File: config.mk
export PLATFORM = sky130hd
export DESIGN_NAME = forth_stack_machine_core_top
export DESIGN_NICKNAME = d
export VERILOG_FILES = /design/src/design/fsmc_pkg.sv /design/src/design/fsmc_stack_cell.sv /design/src/design/fsmc_serial_alu.sv /design/src/design/forth_stack_machine_core_top.sv
export VERILOG_INCLUDE_DIRS = /design/src /design/src/design
export SDC_FILE = /design/constraint.sdc
export NUM_CORES = 2
export LEC_CHECK = 0
export ABC_AREA = 1
export BUFFER_PORTS_ARGS = -buffer_cell sky130_fd_sc_hd__buf_2
export CORE_MARGIN = 10
export CORE_UTILIZATION = 55
export DETAILED_ROUTE_END_ITERATION = 12
export HOLD_SLACK_MARGIN = 0.06
export PLACE_DENSITY = 0.77
export SLEW_MARGIN = 20
export SYNTH_ARGS = -nofsm -noshare
export SYNTH_HDL_FRONTEND = slang
export SYNTH_SLANG_ARGS = --single-unit
File: constraint.sdc
create_clock -name clk_i -period 42.9 [get_ports clk_i]
set_clock_uncertainty 0.05 [all_clocks]
set_input_delay 0 -clock clk_i [delete_from_list [all_inputs] [get_ports clk_i]]
set_output_delay 0 -clock clk_i [all_outputs]
set_load 0.02 [all_outputs]
File: src/design/forth_stack_machine_core_top_assert.svh
// assertion macros for the forth stack machine core
`ifndef FORTH_STACK_MACHINE_CORE_TOP_ASSERT_SVH
`define FORTH_STACK_MACHINE_CORE_TOP_ASSERT_SVH

// same-cycle implication, checked out of reset
`define FSMC_ASSERT_IMP(lbl, ante, cons, msg) \
  lbl: assert property (@(posedge clk_i) disable iff (!rst_ni) (ante) |-> (cons)) \
    else $error(msg);

// next-cycle implication, checked out of reset
`define FSMC_ASSERT_NXT(lbl, ante, cons, msg) \
  lbl: assert property (@(posedge clk_i) disable iff (!rst_ni) (ante) |=> (cons)) \
    else $error(msg);

`endif

File: src/design/fsmc_pkg.sv
// shared types and codes for the forth stack machine core
`default_nettype none

package fsmc_pkg;

  // token codes
  localparam logic [4:0] OP_PUSH = 5'd0;
  localparam logic [4:0] OP_CR   = 5'd1;
  localparam logic [4:0] OP_DOT  = 5'd2;
  localparam logic [4:0] OP_IF   = 5'd3;
  localparam logic [4:0] OP_ELSE = 5'd4;
  localparam logic [4:0] OP_THEN = 5'd5;
  localparam logic [4:0] OP_DUP  = 5'd6;
  localparam logic [4:0] OP_DROP = 5'd7;
  localparam logic [4:0] OP_ADD  = 5'd8;
  localparam logic [4:0] OP_SUB  = 5'd9;
  localparam logic [4:0] OP_MUL  = 5'd10;
  localparam logic [4:0] OP_DIV  = 5'd11;
  localparam logic [4:0] OP_MOD  = 5'd12;
  localparam logic [4:0] OP_SWAP = 5'd13;
  localparam logic [4:0] OP_GT   = 5'd14;
  localparam logic [4:0] OP_LT   = 5'd15;
  localparam logic [4:0] OP_GE   = 5'd16;
  localparam logic [4:0] OP_LE   = 5'd17;
  localparam logic [4:0] OP_EQ   = 5'd18;
  localparam logic [4:0] OP_NE   = 5'd19;
  localparam logic [4:0] OP_ZGT  = 5'd20;
  localparam logic [4:0] OP_ZLT  = 5'd21;

  // error codes
  localparam logic [2:0] ERR_NONE  = 3'd0;
  localparam logic [2:0] ERR_UNDER = 3'd1;
  localparam logic [2:0] ERR_OVER  = 3'd2;
  localparam logic [2:0] ERR_DIVZ  = 3'd3;
  localparam logic [2:0] ERR_UNDEF = 3'd4;

  // stream widths
  localparam int InDataW  = 40;
  localparam int OutDataW = 80;

  typedef enum logic [1:0] {
    CELL_HOLD = 2'd0,
    CELL_PUSH = 2'd1,
    CELL_POP  = 2'd2,
    CELL_LOAD = 2'd3
  } cell_cmd_e;

  typedef enum logic [1:0] {
    SKIP_NONE = 2'd0,
    SKIP_IF   = 2'd1,
    SKIP_ELSE = 2'd2
  } skip_e;

  typedef enum logic [1:0] {
    ALU_MUL = 2'd0,
    ALU_DIV = 2'd1,
    ALU_MOD = 2'd2
  } alu_kind_e;

  typedef struct packed {
    logic      start;
    alu_kind_e kind;
  } alu_req_t;

  typedef struct packed {
    cell_cmd_e head;
    cell_cmd_e second;
    cell_cmd_e rest;
  } cell_ctrl_t;

endpackage

`default_nettype wire

File: src/design/fsmc_stack_cell.sv
// one entry of the shifting data stack
`default_nettype none

module fsmc_stack_cell #(
  parameter int WORD_WIDTH = 32
) (
  input  wire                   clk_i,
  input  wire fsmc_pkg::cell_cmd_e cmd_i,
  input  wire  [WORD_WIDTH-1:0] up_i,
  input  wire  [WORD_WIDTH-1:0] down_i,
  input  wire  [WORD_WIDTH-1:0] load_i,
  output logic [WORD_WIDTH-1:0] value_o
);
  import fsmc_pkg::*;

  logic [WORD_WIDTH-1:0] value_q;

  // push takes the entry above, pop the entry below
  always_ff @(posedge clk_i) begin
    unique case (cmd_i)
      CELL_PUSH: value_q <= up_i;
      CELL_POP:  value_q <= down_i;
      CELL_LOAD: value_q <= load_i;
      default:   value_q <= value_q;
    endcase
  end

  assign value_o = value_q;

endmodule

`default_nettype wire

File: src/design/fsmc_serial_alu.sv
// bit-serial multiply and signed divide / modulo unit
`default_nettype none

module fsmc_serial_alu #(
  parameter int WORD_WIDTH = 32
) (
  input  wire                   clk_i,
  input  wire                   rst_ni,
  input  wire fsmc_pkg::alu_req_t req_i,
  input  wire  [WORD_WIDTH-1:0] opa_i,   // top of stack
  input  wire  [WORD_WIDTH-1:0] opb_i,   // second entry
  output logic                  done_o,
  output logic [WORD_WIDTH-1:0] result_o
);
  import fsmc_pkg::*;

  localparam int CntW = $clog2(WORD_WIDTH);

  logic                  busy_q, done_q, neg_q;
  logic [CntW-1:0]       cnt_q;
  alu_kind_e             kind_q;
  logic [WORD_WIDTH-1:0] rem_q;
  logic [WORD_WIDTH-1:0] quo_q, dvs_q, acc_q;
  logic [WORD_WIDTH-1:0] abs_a, abs_b;
  logic [WORD_WIDTH:0]   rem_sh;
  logic                  fits;

  assign abs_a  = opa_i[WORD_WIDTH-1] ? (~opa_i + 1'b1) : opa_i;
  assign abs_b  = opb_i[WORD_WIDTH-1] ? (~opb_i + 1'b1) : opb_i;
  assign rem_sh = {rem_q, quo_q[WORD_WIDTH-1]};
  assign fits   = rem_sh >= {1'b0, dvs_q};

  always_ff @(posedge clk_i or negedge rst_ni) begin
    if (!rst_ni) begin
      busy_q <= 1'b0;
      done_q <= 1'b0;
      cnt_q  <= '0;
    end else if (req_i.start) begin
      busy_q <= 1'b1;
      done_q <= 1'b0;
      cnt_q  <= '0;
    end else if (busy_q) begin
      cnt_q <= cnt_q + 1'b1;
      if (cnt_q == CntW'(WORD_WIDTH - 1)) begin
        busy_q <= 1'b0;
        done_q <= 1'b1;
      end
    end
  end

  always_ff @(posedge clk_i) begin
    if (req_i.start) begin
      kind_q <= req_i.kind;
      rem_q  <= '0;
      acc_q  <= '0;
      if (req_i.kind == ALU_MUL) begin
        quo_q <= opa_i;
        dvs_q <= opb_i;
        neg_q <= 1'b0;
      end else begin
        quo_q <= abs_b;
        dvs_q <= abs_a;
        neg_q <= (req_i.kind == ALU_DIV) ? (opa_i[WORD_WIDTH-1] ^ opb_i[WORD_WIDTH-1])
                                         : opb_i[WORD_WIDTH-1];
      end
    end else if (busy_q) begin
      if (kind_q == ALU_MUL) begin
        // shift-add, one multiplier bit a cycle
        if (quo_q[0]) acc_q <= acc_q + dvs_q;
        dvs_q <= {dvs_q[WORD_WIDTH-2:0], 1'b0};
        quo_q <= {1'b0, quo_q[WORD_WIDTH-1:1]};
      end else begin
        // restoring division, one quotient bit a cycle
        rem_q <= fits ? WORD_WIDTH'(rem_sh - {1'b0, dvs_q}) : rem_sh[WORD_WIDTH-1:0];
        quo_q <= {quo_q[WORD_WIDTH-2:0], fits};
      end
    end
  end

  always_comb begin
    case (kind_q)
      ALU_MUL: result_o = acc_q;
      ALU_DIV: result_o = neg_q ? (~quo_q + 1'b1) : quo_q;
      default: result_o = neg_q ? (~rem_q + 1'b1) : rem_q;
    endcase
  end

  assign done_o = done_q;

endmodule

`default_nettype wire

File: src/design/forth_stack_machine_core_top.sv
// forth stack machine core: token decode, shifting cell stack, serial arithmetic
// sequence: a token is latched in IDLE, decoded in EXEC and its result registered on
//   commit; multiply, divide and modulo wait in ALU for the bit-serial arithmetic unit
// input: a new token is taken only in IDLE, so one token is in flight at a time, and
//   commit waits while the output register still holds an untaken result
// reset: asynchronous, active low; clears stack depth, skip and discard state and
//   the output valid; stack entries hold no reset value and are never read unwritten
`default_nettype none

`include "forth_stack_machine_core_top_assert.svh"

module forth_stack_machine_core_top #(
  parameter int STACK_DEPTH = 64,
  parameter int WORD_WIDTH  = 32
) (
  input  wire                            clk_i,
  input  wire                            rst_ni,
  input  wire                            s_axis_tvalid_i,
  output logic                           s_axis_tready_o,
  // opcode [4:0], literal [35:5], zero pad [39:36]
  input  wire  [fsmc_pkg::InDataW-1:0]   s_axis_tdata_i,
  // end_of_line
  input  wire                            s_axis_tlast_i,
  output logic                           m_axis_tvalid_o,
  input  wire                            m_axis_tready_i,
  // top_value [31:0], stack_count [38:32], print_valid [39], print_value [71:40],
  // newline_strobe [72], token_skipped [73], error_code [76:74], zero pad [79:77]
  output logic [fsmc_pkg::OutDataW-1:0]  m_axis_tdata_o
);
  import fsmc_pkg::*;

  localparam int SpW = $clog2(STACK_DEPTH + 1);

  typedef enum logic [2:0] {
    S_IDLE = 3'b001,
    S_EXEC = 3'b010,
    S_ALU  = 3'b100
  } state_e;

  state_e state_q, state_d;

  // latched token
  logic [4:0]            op_q;
  logic [30:0]           lit_q;
  logic                  eol_q;

  // control state
  logic [SpW-1:0]        sp_q, sp_d;
  skip_e                 skip_q, skip_d;
  logic                  disc_q, disc_d;

  // result register
  logic                  out_valid_q;
  logic                  pv_q, nl_q, skipped_q;
  logic [31:0]           pval_q;
  logic [2:0]            err_q;

  // stack cells, entry 0 is the top
  logic [WORD_WIDTH-1:0] cell_val [STACK_DEPTH];
  logic [WORD_WIDTH-1:0] c0, c1, lit_w, push_val, load0, load1, arith_r;
  cell_ctrl_t            ctrl, ctrl_g;

  logic                  skipped, pv, nl, go_alu, commit, out_free;
  logic [2:0]            err;
  logic                  need1, need2, grows, is_long, undef;

  alu_req_t              alu_req;
  logic                  alu_done;
  logic [WORD_WIDTH-1:0] alu_res;

  logic [31:0]           c0_32;
  logic [6:0]            count7;

  assign c0 = cell_val[0];
  assign c1 = cell_val[1];

  // literal fitted to the word width, top fitted to 32 bits, depth to 7 bits
  generate
    if (WORD_WIDTH >= 31) begin : g_lit_ext
      assign lit_w = WORD_WIDTH'(lit_q);
    end else begin : g_lit_trunc
      assign lit_w = lit_q[WORD_WIDTH-1:0];
    end
    if (WORD_WIDTH >= 32) begin : g_top_trunc
      assign c0_32 = c0[31:0];
    end else begin : g_top_ext
      assign c0_32 = {{(32 - WORD_WIDTH){c0[WORD_WIDTH-1]}}, c0};
    end
    if (SpW >= 7) begin : g_cnt_trunc
      assign count7 = sp_q[6:0];
    end else begin : g_cnt_ext
      assign count7 = {{(7 - SpW){1'b0}}, sp_q};
    end
  endgenerate

  // operand classes of the latched token
  assign need1   = (op_q == OP_DOT) || (op_q == OP_IF) || (op_q == OP_DUP) ||
                   (op_q == OP_DROP) || (op_q == OP_ZGT) || (op_q == OP_ZLT);
  assign need2   = (op_q >= OP_ADD) && (op_q <= OP_NE);
  assign grows   = (op_q == OP_PUSH) || (op_q == OP_DUP);
  assign is_long = (op_q == OP_MUL) || (op_q == OP_DIV) || (op_q == OP_MOD);
  assign undef   = op_q > OP_ZLT;

  // two-operand result, b is the second entry and a the top
  always_comb begin
    unique case (op_q)
      OP_ADD:  arith_r = c1 + c0;
      OP_SUB:  arith_r = c1 - c0;
      OP_GT:   arith_r = WORD_WIDTH'($signed(c1) >  $signed(c0));
      OP_LT:   arith_r = WORD_WIDTH'($signed(c1) <  $signed(c0));
      OP_GE:   arith_r = WORD_WIDTH'($signed(c1) >= $signed(c0));
      OP_LE:   arith_r = WORD_WIDTH'($signed(c1) <= $signed(c0));
      OP_EQ:   arith_r = WORD_WIDTH'(c1 == c0);
      OP_NE:   arith_r = WORD_WIDTH'(c1 != c0);
      default: arith_r = alu_res;
    endcase
  end

  // token decode: skip handling, error checks, stack action
  always_comb begin
    skipped  = 1'b0;
    err      = ERR_NONE;
    pv       = 1'b0;
    nl       = 1'b0;
    sp_d     = sp_q;
    skip_d   = skip_q;
    disc_d   = disc_q;
    ctrl     = '{head: CELL_HOLD, second: CELL_HOLD, rest: CELL_HOLD};
    push_val = lit_w;
    load0    = arith_r;
    load1    = c0;
    if (disc_q) begin
      skipped = 1'b1;
    end else if (skip_q != SKIP_NONE) begin
      skipped = 1'b1;
      // unnested: the first THEN, or ELSE after a false IF, ends the skip
      if (op_q == OP_THEN || (skip_q == SKIP_IF && op_q == OP_ELSE)) skip_d = SKIP_NONE;
    end else if (undef) begin
      err = ERR_UNDEF;
    end else if ((need1 && sp_q == '0) || (need2 && sp_q < SpW'(2))) begin
      err = ERR_UNDER;
    end else if (grows && sp_q == SpW'(STACK_DEPTH)) begin
      err = ERR_OVER;
    end else if ((op_q == OP_DIV || op_q == OP_MOD) && c0 == '0) begin
      err = ERR_DIVZ;
    end else begin
      unique case (op_q)
        OP_PUSH: begin
          ctrl = '{head: CELL_PUSH, second: CELL_PUSH, rest: CELL_PUSH};
          sp_d = sp_q + 1'b1;
        end
        OP_CR: nl = 1'b1;
        OP_DOT: begin
          pv   = 1'b1;
          ctrl = '{head: CELL_POP, second: CELL_POP, rest: CELL_POP};
          sp_d = sp_q - 1'b1;
        end
        OP_IF: begin
          if (c0 == '0) skip_d = SKIP_IF;
          ctrl = '{head: CELL_POP, second: CELL_POP, rest: CELL_POP};
          sp_d = sp_q - 1'b1;
        end
        OP_ELSE: skip_d = SKIP_ELSE;
        OP_DUP: begin
          push_val = c0;
          ctrl     = '{head: CELL_PUSH, second: CELL_PUSH, rest: CELL_PUSH};
          sp_d     = sp_q + 1'b1;
        end
        OP_DROP: begin
          ctrl = '{head: CELL_POP, second: CELL_POP, rest: CELL_POP};
          sp_d = sp_q - 1'b1;
        end
        OP_SWAP: begin
          load0 = c1;
          ctrl  = '{head: CELL_LOAD, second: CELL_LOAD, rest: CELL_HOLD};
        end
        OP_ZGT: begin
          load0 = WORD_WIDTH'($signed(c0) > $signed(WORD_WIDTH'(0)));
          ctrl  = '{head: CELL_LOAD, second: CELL_HOLD, rest: CELL_HOLD};
        end
        OP_ZLT: begin
          load0 = WORD_WIDTH'(c0[WORD_WIDTH-1]);
          ctrl  = '{head: CELL_LOAD, second: CELL_HOLD, rest: CELL_HOLD};
        end
        OP_THEN: ;
        default: begin
          // two-operand ops: result loads the top entry, the rest pop up, stack drops by one
          ctrl = '{head: CELL_LOAD, second: CELL_POP, rest: CELL_POP};
          sp_d = sp_q - 1'b1;
        end
      endcase
    end
    if (err != ERR_NONE) disc_d = 1'b1;
    if (eol_q) begin
      skip_d = SKIP_NONE;
      disc_d = 1'b0;
    end
  end

  // sequencing: decode in EXEC, long ops wait on the serial unit
  assign out_free = !out_valid_q || m_axis_tready_i;
  assign go_alu   = (state_q == S_EXEC) && !skipped && (err == ERR_NONE) && is_long;
  assign commit   = out_free && (((state_q == S_EXEC) && !go_alu) ||
                                 ((state_q == S_ALU) && alu_done));

  assign alu_req.start = go_alu;
  assign alu_req.kind  = (op_q == OP_MUL) ? ALU_MUL : (op_q == OP_DIV) ? ALU_DIV : ALU_MOD;

  always_comb begin
    state_d = state_q;
    unique case (state_q)
      S_IDLE: if (s_axis_tvalid_i) state_d = S_EXEC;
      S_EXEC: begin
        if (go_alu) state_d = S_ALU;
        else if (commit) state_d = S_IDLE;
      end
      S_ALU: if (commit) state_d = S_IDLE;
      default: state_d = S_IDLE;
    endcase
  end

  assign s_axis_tready_o = (state_q == S_IDLE);

  always_ff @(posedge clk_i or negedge rst_ni) begin
    if (!rst_ni) begin
      state_q     <= S_IDLE;
      sp_q        <= '0;
      skip_q      <= SKIP_NONE;
      disc_q      <= 1'b0;
      out_valid_q <= 1'b0;
    end else begin
      state_q <= state_d;
      if (commit) begin
        sp_q   <= sp_d;
        skip_q <= skip_d;
        disc_q <= disc_d;
      end
      if (commit) out_valid_q <= 1'b1;
      else if (m_axis_tready_i) out_valid_q <= 1'b0;
    end
  end

  // token and result payload
  always_ff @(posedge clk_i) begin
    if (s_axis_tvalid_i && s_axis_tready_o) begin
      op_q  <= s_axis_tdata_i[4:0];
      lit_q <= s_axis_tdata_i[35:5];
      eol_q <= s_axis_tlast_i;
    end
    if (commit) begin
      pv_q      <= pv;
      pval_q    <= pv ? c0_32 : '0;
      nl_q      <= nl;
      skipped_q <= skipped;
      err_q     <= err;
    end
  end

  // cells only move on commit
  assign ctrl_g = commit ? ctrl : '{head: CELL_HOLD, second: CELL_HOLD, rest: CELL_HOLD};

  generate
    for (genvar i = 0; i < STACK_DEPTH; i++) begin : g_cell
      cell_cmd_e             cmd;
      logic [WORD_WIDTH-1:0] up, down, ld;
      if (i == 0) begin : g_head
        assign cmd = ctrl_g.head;
        assign up  = push_val;
        assign ld  = load0;
      end else if (i == 1) begin : g_second
        assign cmd = ctrl_g.second;
        assign up  = cell_val[0];
        assign ld  = load1;
      end else begin : g_rest
        assign cmd = ctrl_g.rest;
        assign up  = cell_val[i-1];
        assign ld  = cell_val[i];
      end
      if (i == STACK_DEPTH - 1) begin : g_last
        assign down = '0;
      end else begin : g_inner
        assign down = cell_val[i+1];
      end
      fsmc_stack_cell #(
        .WORD_WIDTH(WORD_WIDTH)
      ) u_cell (
        .clk_i   (clk_i),
        .cmd_i   (cmd),
        .up_i    (up),
        .down_i  (down),
        .load_i  (ld),
        .value_o (cell_val[i])
      );
    end
  endgenerate

  fsmc_serial_alu #(
    .WORD_WIDTH(WORD_WIDTH)
  ) u_alu (
    .clk_i    (clk_i),
    .rst_ni   (rst_ni),
    .req_i    (alu_req),
    .opa_i    (c0),
    .opb_i    (c1),
    .done_o   (alu_done),
    .result_o (alu_res)
  );

  assign m_axis_tvalid_o = out_valid_q;
  assign m_axis_tdata_o  = {3'b000, err_q, skipped_q, nl_q, pval_q, pv_q, count7,
                            (sp_q != '0) ? c0_32 : 32'd0};

  `FSMC_ASSERT_IMP(a_sp_bound, 1'b1, sp_q <= SpW'(STACK_DEPTH), "stack depth beyond capacity")
  `FSMC_ASSERT_IMP(a_alu_start, alu_req.start, state_q == S_EXEC && !skipped, "alu start outside decode")
  `FSMC_ASSERT_NXT(a_commit_out, commit, out_valid_q && state_q == S_IDLE, "commit without result")
  `FSMC_ASSERT_IMP(a_err_keeps_sp, commit && err != ERR_NONE, sp_d == sp_q, "failed token moved the stack")

endmodule

`default_nettype wire
==> results.json <==
{
  "crit_buf_inv": 10,
  "clock-sinks": 2275,
  "p_per_area_mw_per_mm2": 48.43,
  "hold_depth": 4,
  "combPwrFrac_pct": 17.9,
  "path_max_fanout": 107,
  "antenna_found_initial": 3,
  "hp-class": "in2reg",
  "swShare_pct": 29.24,
  "required_ns": 43.42,
  "dr_total_vias": 77070,
  "run_status": "complete, no violations",
  "crit_slowest_cell": "buf_4",
  "r2r_slack_ns": 30.95,
  "max_freq_mhz": 83.69,
  "critPathCaptureType": "register",
  "htree_levels": 4,
  "post-route-period-util_pct": 27.85,
  "p_leak_nw": 45.58,
  "synth_top_family_by_area": "simple AND/OR/NAND/NOR gates",
  "hold_viol": 0,
  "drive_gt1_share_pct": 5.860,
  "synthSimpleGateAreaFrac_pct": 15.05,
  "cap_violations": 0,
  "design_area_mm2": 0.1189,
  "layout_common_cells": "edfxtp_1, nand2_1, nor2_1",
  "post_cts_buffers": 0,
  "firstDrtPassIters": 8,
  "grt_pass1_wl_um": 401600,
  "grt_usage_pct": 23.00,
  "post_dp_cell_area_mm2": 0.1107,
  "synth_cell_types": 61,
  "setup_viol": 0,
  "tns_ns": 0,
  "synth_ff_type": "edfxtp_1",
  "synthCells": 11320,
  "rsz0062_at_grt": "no",
  "synth.yosys.warnings": 0,
  "switchingPower_mw": 1.684,
  "startpoint": "g_cell[0].u_cell.value_o[0]$_DFFE_PP_",
  "wl_per_cell_um": 18.12,
  "dpl.hpwl_um": 174800,
  "ys_ff_latch": 2275,
  "postRouteAntennaNets": 0,
  "start_kind": "register",
  "final_common_cell": "edfxtp_1",
  "gr-total-overflow": 0,
  "clk_pin_slew_worst_paths_ns": 0.06,
  "synthAdderAreaFrac_pct": 1.684,
  "stdcell_count": 14060,
  "fin_ws_ns": 30.95,
  "clkPwrFrac_pct": 33.9,
  "total_power_mw": 5.757,
  "syn_area_mm2": 0.1085,
  "worstMarginPinSlew_ns": 1.120,
  "worst_ep_arrival_time_ns": 12.47,
  "cpPeakStageDelay_ns": 0.83,
  "min-delay-start": "s_axis_tvalid_i",
  "min_to": "lit_q[0]$_DFFE_PP_",
  "synth_mux_area_share_pct": 0.3426,
  "power_frac_seq_pct": 48.2,
  "drc": 0,
  "synthToLayoutAreaGrowth_pct": 9.618,
  "ioPinCount": 127,
  "seqCellArea_mm2": 0.06757,
  "worstReg2RegEnd": "g_cell[58].u_cell.value_o[7]$_DFFE_PP_",
  "critPathKind": "reg2reg",
  "fp.coreArea_mm2": 0.1956,
  "grt_max_degree": 297,
  "die-area_mm2": 0.2154,
  "die_w_um": 464.1,
  "place_ws_ns": 30.87,
  "synth-xor-area-share_pct": 0.4684,
  "reg2reg_from": "g_cell[0].u_cell.value_o[0]$_DFFE_PP_",
  "cts-root-buf": "clkbuf_16",
  "synth.avg_cell_area_um2": 9.582,
  "clock_latency_ns": 0.89,
  "yosysSeqAreaShare_pct": 62.30,
  "wirelength_um": 254800,
  "clk_path_buf_depth": 3,
  "synth_edf_count": 2190,
  "rr_worst_depth": 25,
  "ir_drop_mv": 0.03742,
  "portBuffers": 119,
  "routabilityCongestion": 0.9526,
  "p_int_mw": 4.074,
  "fillers": 15790,
  "num_rows": 162,
  "cts_buffers": 224,
  "cts_tree": "built",
  "async_flop_share_pct": 0.9231,
  "crit_path_frequent_cell": "buf_4",
  "post-place-cells": 13560,
  "relSlewSlack_pct": 25.31,
  "period_needed_ns": 11.95,
  "synth_compound_area_share_pct": 12.96,
  "grt_pass1_vias": 73730,
  "cpLargestDelayFamily": "buffers and inverters",
  "drv_slew": 0,
  "multi_input_area_mm2": 0.03314,
  "first_iter_violations": 8276,
  "viasPerCell": 5.481,
  "die_y_um": 464.1,
  "nets": 11430,
  "initial_core_util_pct": 55.45
}
==> worst reg2reg max path, stage by stage, from the launching register on <==
cell      delay [ns]
edfxtp_1        0.59
inv_1           0.53
ha_1            0.32
nand2_1         0.12
nor2_4          0.21
nand3_2         0.17
nor2_1          0.35
nand4_1         0.21
nand2_2         0.15
nand2_2         0.08
nand4_4         0.07
buf_4           0.35
nand2_2         0.15
a21oi_4         0.41
buf_4           0.83
nand2_1         0.26
nor2_1          0.30
ha_4            0.64
buf_4           0.80
buf_4           0.81
buf_4           0.82
buf_4           0.74
buf_4           0.82
buf_4           0.86
buf_4           0.74
o21ai_0         0.25
==> how the worst max path moves through the flow <==
stage                                                       end  depth (start not counted)  slack, ns
floorplan                g_cell[10].u_cell.value_o[0]$_DFFE_PP_                         16       9.44
global placement    g_cell[63].u_cell.value_o[11]$_SDFFCE_PP0P_                         24      31.18
detailed placement      g_cell[60].u_cell.value_o[11]$_DFFE_PP_                         24      30.87
CTS                     g_cell[60].u_cell.value_o[11]$_DFFE_PP_                         24      30.88
global route             g_cell[58].u_cell.value_o[7]$_DFFE_PP_                         25      30.12
finish                   g_cell[58].u_cell.value_o[7]$_DFFE_PP_                         25      30.95
==> cells by family (layout without fill, tap and decap cells) <==
group / after synthesis / after routing
AND/OR/NAND/NOR: 4062 / 4062
AO/OA/AOI/OAI: 2709 / 2709
flip-flops: 2275 / 2275
buffers and inverters: 2038 / 2150
adder cells (fa/ha/maj): 143 / 143
XOR/XNOR: 58 / 58
multiplexers: 33 / 33
other: 1 / 6
==> power by group through the flow <==
stage | registers [mW] | logic, mW | clock network, mW
final | 2.77 | 1.03 | 1.95
after global routing | 2.79 | 1.16 | 2.07
after CTS | 2.77 | 1.02 | 1.99
after detailed placement | 2.82 | 1.01 | 0
after global placement | 2.81 | 0.986 | 0
after floorplan | 2.94 | 0.725 | 0
==> area by class of cell <==
cell class	instances	area share [%]
clock buffer	273	4.958
sequential	2275	56.84
inverter	1449	4.578
clock inverter	142	1.166
tap	2624	2.762
antenna	3	0.006315
timing repair buffer	286	1.813
multi-input combinational	7008	27.88
==> routing by layer <==
layer | vias to the layer above | wire (um) | global-route usage [%]
li1 | 38190 | - | -
met1 | 36330 | 115200 | 32.73
met2 | 2103 | 115800 | 35.99
met3 | 443 | 14960 | 3.604
met4 | 2 | 8888 | 8.094
met5 | - | 8 | 0
==> cell usage after synthesis (15+ instances only) <==
cell      number  area, um2
a21o_1        16      120.1
a21oi_1     1193       5971
a31oi_1       31      193.9
buf_1         33      123.9
buf_2         29      145.1
clkbuf_1     507       1903
dfrtp_1       20      500.5
dfxtp_1       64       1281
edfxtp_1    2190      65760
ha_1         138       1727
inv_1       1423       5341
inv_2         17      63.81
mux2_2        33      371.6
nand2_1     1985       7451
nand3_1      407       2037
nand3b_1      18      135.1
nand4_1       81      506.7
nor2_1      1458       5473
nor3_1        46      230.2
nor4_1        15      93.84
o211ai_1      35      262.8
o21ai_0     1298       6496
o21ai_1       19      95.09
o21ai_2       19      166.4
o21bai_1      28      210.2
o22ai_1       26      162.7
or2_2         19      118.9
xnor2_1       15      131.4
xor2_1        43      376.6
==> what timing repair did <==
| action | CTS | global route |
|---|---|---|
| hold endpoints to repair | 111 | 20 |
| setup endpoints to repair | 0 | 0 |
| hold buffers | 79 | 1 |
| resized for setup | 0 | 0 |
==> flip-flops by register name, indices dropped and copies added (netlist names), 2 cells and up <==
| signal | cells |
|---|---|
| u_alu.kind_q | 2 |
| g_cell.u_cell.value_o | 2048 |
| err_q | 3 |
| u_alu.dvs_q | 32 |
| count7 | 7 |
| pval_q | 32 |
| op_q | 5 |
| u_alu.acc_q | 32 |
| u_alu.cnt_q | 5 |
| u_alu.quo_q | 32 |
| lit_q | 31 |
| skip_q | 2 |
| state_q | 3 |
| u_alu.rem_q | 32 |
==> metrics by stage <==
stage	util, %	hold WS (ns)
4_1_cts	60.73	0.1585
5_1_grt	60.78	0.1086
3_3_place_gp	56.60	-0.03594
2_1_floorplan	-	-0.3456
6_report	60.78	0.1060
3_5_place_dp	56.60	-0.03444
No activity file was read; power rests on OpenSTA's default activity.
